<file path="src/sv/byte_stuff_framer_top_assert.svh">
// Assertion macros used by the framer job queue.
// Both sample on clk and are disabled while arst_n is low.
`ifndef BYTE_STUFF_FRAMER_TOP_ASSERT_SVH
`define BYTE_STUFF_FRAMER_TOP_ASSERT_SVH

// Check that a condition holds at every edge.
`define BSF_ASSERT(lbl, cond) \
	lbl: assert property (@(posedge clk) disable iff (!arst_n) (cond)) \
		else $error("framer assertion failed");

// Check that a trigger is followed by a condition at the next edge.
`define BSF_ASSERT_NEXT(lbl, trig, cond) \
	lbl: assert property (@(posedge clk) disable iff (!arst_n) (trig) |=> (cond)) \
		else $error("framer assertion failed");

`endif

</file>
<file path="src/sv/bsf_pkg.sv">
`timescale 1ns / 1ps
package bsf_pkg;

	localparam int ADDR_W  = 4;
	localparam int DATA_W  = 32;
	localparam int QDEPTH  = 4;
	localparam int QPTR_W  = $clog2(QDEPTH);
	localparam int QCNT_W  = $clog2(QDEPTH + 1);

	localparam logic [1:0] REG_DIRECTION = 2'd0;
	localparam logic [1:0] REG_START     = 2'd1;
	localparam logic [1:0] REG_END       = 2'd2;
	localparam logic [1:0] REG_ESCAPE    = 2'd3;

	localparam logic       DIR_TX = 1'b0;
	localparam logic       DIR_RX = 1'b1;

	localparam logic [7:0] START_RESET  = 8'h7E;
	localparam logic [7:0] END_RESET    = 8'h7E;
	localparam logic [7:0] ESCAPE_RESET = 8'h7D;

	// Result slots of one job, emitted lowest first.
	localparam int SLOT_START = 0;
	localparam int SLOT_ESC   = 1;
	localparam int SLOT_DATA  = 2;
	localparam int SLOT_END   = 3;
	localparam int NSLOT      = 4;

	typedef struct packed {
		logic       direction;
		logic [7:0] start_byte;
		logic [7:0] end_byte;
		logic [7:0] escape_byte;
		logic       clear;
	} cfg_t;

	typedef struct packed {
		logic             rx;
		logic [NSLOT-1:0] mask;
		logic [7:0]       data;
		logic             bad;
	} job_t;

endpackage

</file>
<file path="src/sv/byte_stuff_framer_top.sv">
`timescale 1ns / 1ps
// channel  | direction | handshake             | words
// config   | in        | psel/penable/pwrite   | paddr, pwdata, prdata (pready tied high)
// input    | in        | in_valid / in_stall   | in_byte, frame_last
// output   | out       | out_valid / out_stall | out_byte, byte_valid, frame_end, frame_bad,
//          |           |                       | run_last
//
// An input word is taken in any cycle while the job queue (four entries) has room.
// The back end sends one output word per cycle from its output register while not
// stalled; an item makes 1 to 4 words in transmit, 0 or 1 in receive. A word in
// flight passes through the queue and then the output register. Reset empties the
// queue, clears the frame state and loads the default delimiters. Output stall
// holds the output register and fills the queue; input stall rises only when the
// queue is full.
module byte_stuff_framer_top
	import bsf_pkg::*;
(
	input  logic              clk,
	input  logic              arst_n,
	input  logic              psel,
	input  logic              penable,
	input  logic              pwrite,
	input  logic [ADDR_W-1:0] paddr,
	input  logic [DATA_W-1:0] pwdata,
	output logic [DATA_W-1:0] prdata,
	output logic              pready,
	input  logic              in_valid,
	output logic              in_stall,
	input  logic [7:0]        in_byte,
	input  logic              frame_last,
	output logic              out_valid,
	input  logic              out_stall,
	output logic [7:0]        out_byte,
	output logic              byte_valid,
	output logic              frame_end,
	output logic              frame_bad,
	output logic              run_last
);

	cfg_t cfg;
	job_t push_job;
	job_t head;
	logic push, pop, q_empty, q_full;

	// Register file: direction and the three delimiter words.
	bsf_regs u_regs (
		.clk     (clk),
		.arst_n  (arst_n),
		.psel    (psel),
		.penable (penable),
		.pwrite  (pwrite),
		.paddr   (paddr),
		.pwdata  (pwdata),
		.prdata  (prdata),
		.pready  (pready),
		.cfg     (cfg)
	);

	// Front end: track the frame, classify each word into a job of result slots.
	bsf_front u_front (
		.clk        (clk),
		.arst_n     (arst_n),
		.cfg        (cfg),
		.in_valid   (in_valid),
		.in_stall   (in_stall),
		.in_byte    (in_byte),
		.frame_last (frame_last),
		.q_full     (q_full),
		.push       (push),
		.job        (push_job)
	);

	// Decouple the two sides so each can stall on its own.
	bsf_queue u_queue (
		.clk      (clk),
		.arst_n   (arst_n),
		.push     (push),
		.push_job (push_job),
		.pop      (pop),
		.head     (head),
		.empty    (q_empty),
		.full     (q_full)
	);

	// Back end: walk the slots of the head job, one output word per cycle while the output is not stalled.
	bsf_back u_back (
		.clk        (clk),
		.arst_n     (arst_n),
		.cfg        (cfg),
		.head       (head),
		.q_empty    (q_empty),
		.pop        (pop),
		.out_valid  (out_valid),
		.out_stall  (out_stall),
		.out_byte   (out_byte),
		.byte_valid (byte_valid),
		.frame_end  (frame_end),
		.frame_bad  (frame_bad),
		.run_last   (run_last)
	);

endmodule

</file>
<file path="src/sv/bsf_regs.sv">
`timescale 1ns / 1ps
module bsf_regs
	import bsf_pkg::*;
(
	input  logic              clk,
	input  logic              arst_n,
	input  logic              psel,
	input  logic              penable,
	input  logic              pwrite,
	input  logic [ADDR_W-1:0] paddr,
	input  logic [DATA_W-1:0] pwdata,
	output logic [DATA_W-1:0] prdata,
	output logic              pready,
	output cfg_t              cfg
);

	logic       direction_q;
	logic [7:0] start_q;
	logic [7:0] end_q;
	logic [7:0] escape_q;
	logic       clear;
	logic       wr_en;
	logic [1:0] idx;

	assign pready = 1'b1;
	assign wr_en  = psel && penable && pwrite;
	assign idx    = paddr[3:2];
	// Clear the frame state at the same edge that writes the direction.
	assign clear  = wr_en && (idx == REG_DIRECTION);

	always_ff @(posedge clk or negedge arst_n) begin
		if (!arst_n) begin
			direction_q <= DIR_TX;
			start_q     <= START_RESET;
			end_q       <= END_RESET;
			escape_q    <= ESCAPE_RESET;
		end else begin
			if (wr_en) begin
				unique case (idx)
					REG_DIRECTION: direction_q <= pwdata[0];
					REG_START:     start_q     <= pwdata[7:0];
					REG_END:       end_q       <= pwdata[7:0];
					REG_ESCAPE:    escape_q    <= pwdata[7:0];
				endcase
			end
		end
	end

	always_comb begin
		prdata = '0;
		unique case (idx)
			REG_DIRECTION: prdata[0]   = direction_q;
			REG_START:     prdata[7:0] = start_q;
			REG_END:       prdata[7:0] = end_q;
			REG_ESCAPE:    prdata[7:0] = escape_q;
		endcase
	end

	assign cfg = '{direction: direction_q, start_byte: start_q, end_byte: end_q,
		escape_byte: escape_q, clear: clear};

endmodule

</file>
<file path="src/sv/bsf_front.sv">
`timescale 1ns / 1ps
module bsf_front
	import bsf_pkg::*;
(
	input  logic       clk,
	input  logic       arst_n,
	input  cfg_t       cfg,
	input  logic       in_valid,
	output logic       in_stall,
	input  logic [7:0] in_byte,
	input  logic       frame_last,
	input  logic       q_full,
	output logic       push,
	output job_t       job
);

	logic inside_q, esc_q, err_q;
	logic inside_d, esc_d, err_d;
	logic accept;
	logic is_start, is_end, is_esc;

	assign in_stall = q_full;
	assign accept   = in_valid && !q_full;
	assign is_start = (in_byte == cfg.start_byte);
	assign is_end   = (in_byte == cfg.end_byte);
	assign is_esc   = (in_byte == cfg.escape_byte);

	always_comb begin
		job      = '0;
		job.rx   = cfg.direction;
		job.data = in_byte;
		inside_d = inside_q;
		esc_d    = esc_q;
		err_d    = err_q;
		if (cfg.direction == DIR_TX) begin
			job.mask[SLOT_START] = !inside_q;
			job.mask[SLOT_ESC]   = is_start || is_end || is_esc;
			job.mask[SLOT_DATA]  = 1'b1;
			job.mask[SLOT_END]   = frame_last;
			inside_d             = !frame_last;
		end else begin
			priority if (!inside_q) begin
				inside_d = 1'b1;
				esc_d    = 1'b0;
				err_d    = !is_start;
				if (frame_last) begin
					job.mask[SLOT_END] = 1'b1;
					job.bad            = 1'b1;
					inside_d           = 1'b0;
					err_d              = 1'b0;
				end
			end else if (frame_last) begin
				job.mask[SLOT_END] = 1'b1;
				job.bad            = !is_end || esc_q || err_q;
				inside_d           = 1'b0;
				esc_d              = 1'b0;
				err_d              = 1'b0;
			end else if (!err_q) begin
				priority if (esc_q) begin
					esc_d               = 1'b0;
					job.mask[SLOT_DATA] = 1'b1;
				end else if (is_esc) begin
					esc_d = 1'b1;
				end else if (is_start || is_end) begin
					err_d = 1'b1;
				end else begin
					job.mask[SLOT_DATA] = 1'b1;
				end
			end else begin
				// Drop the word: the frame already has an error.
			end
		end
	end

	// Drop items that give no result; they only move the state.
	assign push = accept && (job.mask != '0);

	always_ff @(posedge clk or negedge arst_n) begin
		if (!arst_n) begin
			inside_q <= 1'b0;
			esc_q    <= 1'b0;
			err_q    <= 1'b0;
		end else if (cfg.clear) begin
			inside_q <= 1'b0;
			esc_q    <= 1'b0;
			err_q    <= 1'b0;
		end else if (accept) begin
			inside_q <= inside_d;
			esc_q    <= esc_d;
			err_q    <= err_d;
		end
	end

endmodule

</file>
<file path="src/sv/bsf_queue.sv">
`timescale 1ns / 1ps
module bsf_queue
	import bsf_pkg::*;
(
	input  logic clk,
	input  logic arst_n,
	input  logic push,
	input  job_t push_job,
	input  logic pop,
	output job_t head,
	output logic empty,
	output logic full
);

	`include "byte_stuff_framer_top_assert.svh"

	job_t              mem_q [QDEPTH];
	logic [QPTR_W-1:0] wr_ptr_q;
	logic [QPTR_W-1:0] rd_ptr_q;
	logic [QCNT_W-1:0] count_q;

	assign empty = (count_q == '0);
	assign full  = (count_q == QCNT_W'(QDEPTH));
	assign head  = mem_q[rd_ptr_q];

	always_ff @(posedge clk) begin
		if (push) begin
			mem_q[wr_ptr_q] <= push_job;
		end
	end

	always_ff @(posedge clk or negedge arst_n) begin
		if (!arst_n) begin
			wr_ptr_q <= '0;
			rd_ptr_q <= '0;
			count_q  <= '0;
		end else begin
			if (push) begin
				wr_ptr_q <= wr_ptr_q + QPTR_W'(1);
			end
			if (pop) begin
				rd_ptr_q <= rd_ptr_q + QPTR_W'(1);
			end
			unique case ({push, pop})
				2'b10:   count_q <= count_q + QCNT_W'(1);
				2'b01:   count_q <= count_q - QCNT_W'(1);
				default: count_q <= count_q;
			endcase
		end
	end

	`BSF_ASSERT(a_no_push_full, !(push && full))
	`BSF_ASSERT(a_no_pop_empty, !(pop && empty))
	`BSF_ASSERT_NEXT(a_push_fills, push && !pop, !empty)

endmodule

</file>
<file path="src/sv/bsf_back.sv">
`timescale 1ns / 1ps
module bsf_back
	import bsf_pkg::*;
(
	input  logic       clk,
	input  logic       arst_n,
	input  cfg_t       cfg,
	input  job_t       head,
	input  logic       q_empty,
	output logic       pop,
	output logic       out_valid,
	input  logic       out_stall,
	output logic [7:0] out_byte,
	output logic       byte_valid,
	output logic       frame_end,
	output logic       frame_bad,
	output logic       run_last
);

	logic [NSLOT-1:0] done_q;
	logic [NSLOT-1:0] rem;
	logic [NSLOT-1:0] sel;
	logic             load;
	logic             is_last;
	logic             out_valid_q;
	logic [7:0]       out_byte_q;
	logic             byte_valid_q, frame_end_q, frame_bad_q, run_last_q;
	logic [7:0]       nb;
	logic             nbv, nfe, nbad;

	assign rem     = head.mask & ~done_q;
	assign sel     = rem & (~rem + NSLOT'(1));
	assign is_last = ((rem & ~sel) == '0);
	assign load    = !q_empty && (!out_valid_q || !out_stall);
	assign pop     = load && is_last;

	always_comb begin
		nb   = head.data;
		nbv  = 1'b1;
		nfe  = 1'b0;
		nbad = 1'b0;
		priority if (sel[SLOT_START]) begin
			nb = cfg.start_byte;
		end else if (sel[SLOT_ESC]) begin
			nb = cfg.escape_byte;
		end else if (sel[SLOT_DATA]) begin
			nb = head.data;
		end else begin
			nfe  = 1'b1;
			nb   = head.rx ? 8'd0 : cfg.end_byte;
			nbv  = !head.rx;
			nbad = head.rx && head.bad;
		end
	end

	always_ff @(posedge clk or negedge arst_n) begin
		if (!arst_n) begin
			out_valid_q <= 1'b0;
			done_q      <= '0;
		end else begin
			if (load) begin
				out_valid_q <= 1'b1;
				done_q      <= is_last ? '0 : (done_q | sel);
			end else if (!out_stall) begin
				out_valid_q <= 1'b0;
			end
		end
	end

	always_ff @(posedge clk) begin
		if (load) begin
			out_byte_q   <= nb;
			byte_valid_q <= nbv;
			frame_end_q  <= nfe;
			frame_bad_q  <= nbad;
			run_last_q   <= is_last;
		end
	end

	assign out_valid  = out_valid_q;
	assign out_byte   = out_byte_q;
	assign byte_valid = byte_valid_q;
	assign frame_end  = frame_end_q;
	assign frame_bad  = frame_bad_q;
	assign run_last   = run_last_q;

endmodule
</file>
<file path="config.mk">
export PLATFORM = sky130hd
export DESIGN_NAME = byte_stuff_framer_top
export DESIGN_NICKNAME = d
export VERILOG_FILES = /design/src/sv/bsf_pkg.sv /design/src/sv/byte_stuff_framer_top.sv /design/src/sv/bsf_regs.sv /design/src/sv/bsf_front.sv /design/src/sv/bsf_queue.sv /design/src/sv/bsf_back.sv
export VERILOG_INCLUDE_DIRS = /design/src /design/src/sv
export SDC_FILE = /design/constraint.sdc
export NUM_CORES = 1
export LEC_CHECK = 0
export BUFFER_PORTS_ARGS = -buffer_cell sky130_fd_sc_hd__buf_4
export CORE_MARGIN = 2
export CORE_UTILIZATION = 59
export CTS_BUF_LIST = sky130_fd_sc_hd__clkbuf_8
export DETAILED_ROUTE_END_ITERATION = 16
export PLACE_DENSITY = 0.85
export SLEW_MARGIN = 20
export SYNTH_ARGS = -nofsm -noshare
export SYNTH_HDL_FRONTEND = slang
export SYNTH_SLANG_ARGS = --single-unit
</file>
<file path="constraint.sdc">
create_clock -name clk -period 5 [get_ports clk]
set_input_delay 0.5 -clock clk [delete_from_list [all_inputs] [get_ports clk]]
set_output_delay 0.5 -clock clk [all_outputs]
set_load 0.02 [all_outputs]
</file>
Yosys cells after proc, flatten, opt, wreduce, memory -nomap -nowiden:

Memory sizes are Yosys's and may differ from the RTL's.
Index checks and enable logic that the tools add are counted.
W data, S select, Z words.

* flip-flop bits (word level): 52
* logic and storage cells: 125
* RAM bits: 56
* memories kept: 1
* output and inout bits: 47
* input bits: 52
* memory bits (read-only): 0
* latch bits: 0

* $lt $le $gt $ge: 0
* shift operators: 0
* add/sub/neg operators: 5
* muxes and demuxes: 47
* $mul: 0
* bitwise gates (word level): 7
* div/mod/pow operators: 0
* equal/unequal tests: 11
* reduce and logical (&&, ||, !) cells: 37

Memory list
* u_queue.mem_q: words 4, width 14, rd ports 1, clocked after memory_dff 0, wr ports 1, RTL line bsf_queue.sv:17 `job_t mem_q [QDEPTH];`

Operators by type and width (count)
* $mux W1: 37
* $mux W8: 4
* $eq A8 B8 Y1: 3
* $pmux W7 S3: 1
* $and A4 B4 Y4: 3
* $not A4 Y4: 3
* $reduce_and A2 Y1: 5
* $logic_not A1 Y1: 9
* $logic_and A1 B1 Y1: 8
* $eq A2 B2 Y1 const B: 3
* $pmux W3 S2: 1
* $reduce_bool A2 Y1: 3
* $logic_or A1 B1 Y1: 5
* $add A2 B1 Y2 const B: 2
* $add A4 B1 Y4 const B: 1
* $eq A2 B1 Y1 const B: 2
* $logic_not A4 Y1: 1
* $mux W2: 2
* $mux W4: 1
* $ne A4 B4 Y1 const B: 1
* $or A4 B4 Y4: 1
* $pmux W1 S4: 1
* $reduce_bool A4 Y1: 1
* $add A3 B1 Y3 const B: 1
* other kinds (8): 8

Longest topological paths before layout:

* word-level depth: 13
* gate-level depth with buffers: 12
* mapped depth without buffers: 12

Modules after synthesis:

A second synthesis with hierarchy kept.

* cell total of the unflattened synthesis: 391
* area, all modules: 5446.5 µm²

By module, submodules not included
* bsf_queue: sequential area each 1856.8 µm², cells an instance 109, area an instance 2451.1 µm², times used 1
* bsf_regs: sequential area each 648.1 µm², cells an instance 104, area an instance 1412.6 µm², times used 1
* bsf_back: sequential area each 485.5 µm², cells an instance 99, area an instance 987.2 µm², times used 1
* bsf_front: sequential area each 75.1 µm², cells an instance 79, area an instance 595.6 µm², times used 1

Worst setup path after synthesis:

Ideal clock, no wire load.

* path type: input to register
* start: input out_stall
* end: register u_queue.count_q[2]
* setup slack: 2.233 ns
* buffers on the path: 0
* data required time: 4.921 ns
* stages on the path: 8
* data arrival time: 2.688 ns
* setup time: 0.079 ns
* cell sequence: a21oi_1 o21a_4 ha_1 inv_1 fa_1 xor2_1 nor2_1 xor2_1

* longest elaborated chain between the ends: 6
* elaborated cells on any way between the ends: 8
* those cells by class: eq/ne: 2; mux: 1; reduce/logical: 5

Ends and longest elaborated chain
* start, declared: RTL line byte_stuff_framer_top.sv:32 `input logic out_stall,`
* $logic_not A1 Y1 *: RTL line bsf_back.sv:34 `assign load = !q_empty && (!out_valid_q || !out_stall);`
* $logic_or A1 B1 Y1 *: RTL line bsf_back.sv:34
* $logic_and A1 B1 Y1 *: RTL line bsf_back.sv:34
* $logic_and A1 B1 Y1 *: RTL line bsf_back.sv:35 `assign pop = load && is_last;`
* named net pop: RTL line byte_stuff_framer_top.sv:43 `logic push, pop, q_empty, q_full;`
* $eq A2 B1 Y1 / $eq A2 B2 Y1 (equally long branches): RTL line bsf_queue.sv:44 `unique case ({push, pop})`
* $pmux W3 S2 / $reduce_bool A2 Y1 (equally long branches)
* end signal, assigned: RTL line bsf_queue.sv:45 `2'b10: count_q <= count_q + QCNT_W'(1);`
* end signal, assigned: RTL line bsf_queue.sv:46 `2'b01: count_q <= count_q - QCNT_W'(1);`
* end signal, assigned: RTL line bsf_queue.sv:47 `default: count_q <= count_q;`
* end, declared: RTL line bsf_queue.sv:20 `logic [QCNT_W-1:0] count_q;`

Mark *: on every way through the listed nets, which the timed path passes. The rest lies on a longest branch.
A chain may end at the register's enable or synchronous reset.

Worst setup path after layout:

* start: register u_queue.rd_ptr_q[0]
* end: register u_queue.count_q[2]

* longest elaborated chain between the ends: 11
* elaborated cells on any way between the ends: 13
* those cells by class: add/sub: 1; eq/ne: 2; mux: 1; bitwise: 5; reduce/logical: 3; memory: 1

Ends and longest elaborated chain
* start, declared: RTL line bsf_queue.sv:19 `logic [QPTR_W-1:0] rd_ptr_q;`
* start signal, assigned: RTL line bsf_queue.sv:42 `rd_ptr_q <= rd_ptr_q + QPTR_W'(1);`
* $mem_v2 Z4 W14 *
* $and A4 B4 Y4 *: RTL line bsf_back.sv:31 `assign rem = head.mask & ~done_q;`
* $not A4 Y4: RTL line bsf_back.sv:32 `assign sel = rem & (~rem + NSLOT'(1));`
* $add A4 B1 Y4: RTL line bsf_back.sv:32
* $and A4 B4 Y4: RTL line bsf_back.sv:32
* $not A4 Y4: RTL line bsf_back.sv:33 `assign is_last = ((rem & ~sel) == '0);`
* $and A4 B4 Y4 *: RTL line bsf_back.sv:33
* $logic_not A4 Y1 *: RTL line bsf_back.sv:33
* $logic_and A1 B1 Y1 *: RTL line bsf_back.sv:35
* named net pop: RTL line byte_stuff_framer_top.sv:43
* $eq A2 B1 Y1 / $eq A2 B2 Y1 (equally long branches): RTL line bsf_queue.sv:44
* $pmux W3 S2 / $reduce_bool A2 Y1 (equally long branches)

Marked as above.

==> results.py <==
metrics = {
    "status": {
        "status": "completed",
    },
    "clocking": {
        "clk_latency_ns": 0.36,
        "h-tree-depth": 3,
        "cts_made_buffers": 9,
        "clock_path_buffers": 2,
        "cts_hold_buf": 0,
        "post_cts_buffers": 0,
        "cts_resized": 0,
        "clkSinkCount": 108,
        "clk_pin_slew_ns": 0.09,
        "cts_root_buf": "clkbuf_8",
        "cts_tree": "done",
    },
    "synth": {
        "synth_top_cell_by_area": "edfxtp_1",
        "synth_cell_type_count": 51,
        "seq_area_frac_synth_pct": 59.0,
        "ys_warn_count": 0,
        "synth_area_sq_um": 5190,
        "synth.top_cell.area_share_pct": 39.3,
        "syn_avg_cell_area_sq_um": 14.6,
        "synthTopCellsByArea": "edfxtp_1 (39%), dfrtp_1 (11%), dfstp_2 (9.1%), mux2_2 (7.2%), mux4_2 (5.6%)",
        "syn_inst": 356,
        "synthFlopType": "edfxtp_1",
        "synth_async_sr_flop_share_pct": 37.0,
        "synth-edff-count": 68,
        "ys_ff_latch": 108,
    },
    "timing": {
        "max_slew_margin_pct": 46.7,
        "fmax_mhz": 309,
        "min_period_ns": 3.23,
        "final.setup.tns_ns": 0,
        "drv_slew": 0,
        "finalClockSkew_ns": 0.00738,
        "setup-violations-final": 0,
        "worst_pin_slew_ns": 0.799,
        "final.period_utilization_pct": 64.7,
        "final-hold-violation-count": 0,
        "rsz0062_at_grt": "no",
    },
    "pwr": {
        "netSwitchingFraction_pct": 35.4,
        "clockPowerShare_pct": 16.8,
        "p_seq_share_pct": 44.4,
        "p_leak_nw": 2.19,
        "p_comb_share_pct": 38.8,
        "p_per_area_nw_per_um2": 578,
        "p_sw_w": 0.00117,
        "vdd_drop_max_mv": 0.300,
        "p_int_w": 0.00214,
    },
    "global_routing": {
        "antenna_found_initial": 0,
        "grt_pass1_vias": 3006,
        "grt-ovfl-total": 0,
        "grtUsageMet3_pct": 3.51,
        "top_usage_layer": "met2",
        "grtUsageTotal_pct": 21.9,
        "grt_max_degree": 41,
        "grt_pass1_wl_um": 15900,
        "use_met2_pct": 36.5,
        "gr-usage-met1_pct": 29.5,
    },
    "cells_and_area": {
        "layout_commonest_cell": "edfxtp_1",
        "syn2layout_area_growth_pct": 10.5,
        "drive_gt1_share_pct": 34.3,
        "final_cells": 516,
        "finalInstanceArea_sq_um": 5740,
        "fillers": 615,
        "antenna_cells": 0,
        "fin_nets": 461,
        "mostFrequentLayoutCells": "edfxtp_1 (68), buf_4 (49), mux2_2 (33)",
    },
    "floorplan": {
        "ios": 99,
        "core-area_sq_um": 8640,
        "start_util_pct": 60.1,
        "chipWidth_um": 97.8,
        "die_area_sq_um": 9570,
        "rows": 34,
        "die_h_um": 97.8,
    },
    "critical_path": {
        "cp_top_family": "flip-flops",
        "crit_slowest_cell": "dfrtp_1",
        "critPathMaxStageDelay_ns": 0.71,
        "worstPathArrival_ns": 3.53,
        "crit_required_ns": 5.30,
        "cp-startpoint": "u_queue.rd_ptr_q[0]",
        "path_max_fanout": 22,
        "cp_cell_sequence": "mux4_2, nor2b_4, a211oi_4, o21a_4, ha_1, inv_1, fa_1, xor2_1, nor2_1, xor2_1",
        "reg2regPathDepth": 10,
        "r2r_setup_slack_ns": 1.77,
        "r2r_end": "u_queue.count_q[2]",
        "cp_common_cell": "xor2_1",
        "timing.rr.start": "u_queue.rd_ptr_q[0]",
        "end_kind": "flop",
        "crit_type": "flop to flop",
        "worstSetupStartpointType": "flop",
        "critical_path_buf_inv_count": 1,
    },
    "place": {
        "numPortBuffers": 47,
        "placed_area_sq_um": 5530,
        "dpl.hpwl_um": 6840,
        "dp_cells": 500,
        "gp_congestion": 0.878,
    },
    "routing": {
        "vias": 3101,
        "drtAntennaViolNets": 0,
        "finalWirelength_um": 10100,
        "wl_per_cell_um": 19.5,
        "drtIter0Drc": 214,
        "dr.pass1.iters": 5,
        "vias_per_cell": 6.01,
        "drc_errors": 0,
    },
    "run": {
        "cap_violations": 0,
    },
    "worst_hold_path": {
        "hold_path_class": "primary input to asynchronous set/reset pin",
    },
}
-- cell families after synthesis --
family | count (synthesis) | share of synthesized area [%]
adders and majority gates | 6 | 1.59
buffers and inverters | 44 | 5.52
xor gates and xnor gates | 30 | 5.20
and+or+nand+nor | 68 | 7.49
other | 2 | 0.145
AOI/OAI and AO/OA | 49 | 7.03
DFF | 108 | 59.0
muxes | 49 | 14.0
-- worst reg2reg max path, delay by kind of cell (launching register included) --
family	cells	cell delay, ns
xor+xnor	2	0.30
simple gates	2	0.34
buf+inv	1	0.06
mux	1	0.60
fa+ha+maj	2	0.62
flops	1	0.71
compound gates	2	0.52
-- flip-flops by register name, summed over array words and instances (netlist names), 2 cells and up --
register,cells
u_regs.escape_q,8
u_queue.rd_ptr_q,2
u_queue.wr_ptr_q,2
u_back.out_byte,8
u_back.done_q,4
u_queue.mem_q,56
u_regs.start_q,8
u_regs.end_q,8
u_queue.count_q,3
-- cell type report --
class | count | area (sq um) | area share [%]
clock buffers | 9 | 124 | 2.16
flip-flops and latches | 108 | 3070 | 53.4
multi-input cells | 227 | 1930 | 33.7
clock inverters | 7 | 82.6 | 1.44
well taps | 108 | 135 | 2.36
inverters | 8 | 30.0 | 0.523
repair buffers | 49 | 368 | 6.41
-- how the worst max path moves through the flow --
| stage | cells past startpoint | endpoint |
|---|---|---|
| finish | 10 | u_queue.count_q[2] |
| global route | 10 | u_queue.count_q[2] |
| CTS | 10 | u_queue.count_q[2] |
| detailed placement | 10 | u_queue.count_q[2] |
| global placement | 10 | u_queue.count_q[2] |
| floorplan | 8 | u_queue.count_q[2] |
-- power by group through the flow --
stage	logic (W)	clock network, W	registers, W
after floorplan	0.000959	0	0.00147
after global placement	0.00124	0	0.00147
after detailed placement	0.00128	0	0.00149
after CTS	0.00129	0.000561	0.00147
after global routing	0.00140	0.000590	0.00150
final	0.00129	0.000557	0.00147
-- Yosys cell counts (all sizes together) (15+ instances only) --
| cell | count |
|---|---|
| xnor2 | 27 |
| mux2 | 33 |
| dfrtp | 22 |
| nand2 | 17 |
| nor2 | 16 |
| dfstp | 18 |
| o21ai | 17 |
| mux4 | 15 |
| buf | 31 |
| edfxtp | 68 |
-- stage by stage --
step	hold WS, ns	util [%]	setup slack [ns]	total power (W)
after detailed placement	0.475	64.0	1.75	0.00277
after global routing	0.135	66.4	1.55	0.00349
after floorplan	0.204	-	2.23	0.00243
final	0.102	66.4	1.77	0.00331
after CTS	0.119	66.4	1.72	0.00332
after global placement	0.472	64.0	1.83	0.00271
-- per-layer routing --
metal / wire [um] / part of all wire (%)
met1: 4160 / 41
met3: 484 / 4.8
met2: 5270 / 52
met4: 165 / 1.6
met5: 0 / 0
Note: power is estimated with default switching activity, not from simulation.
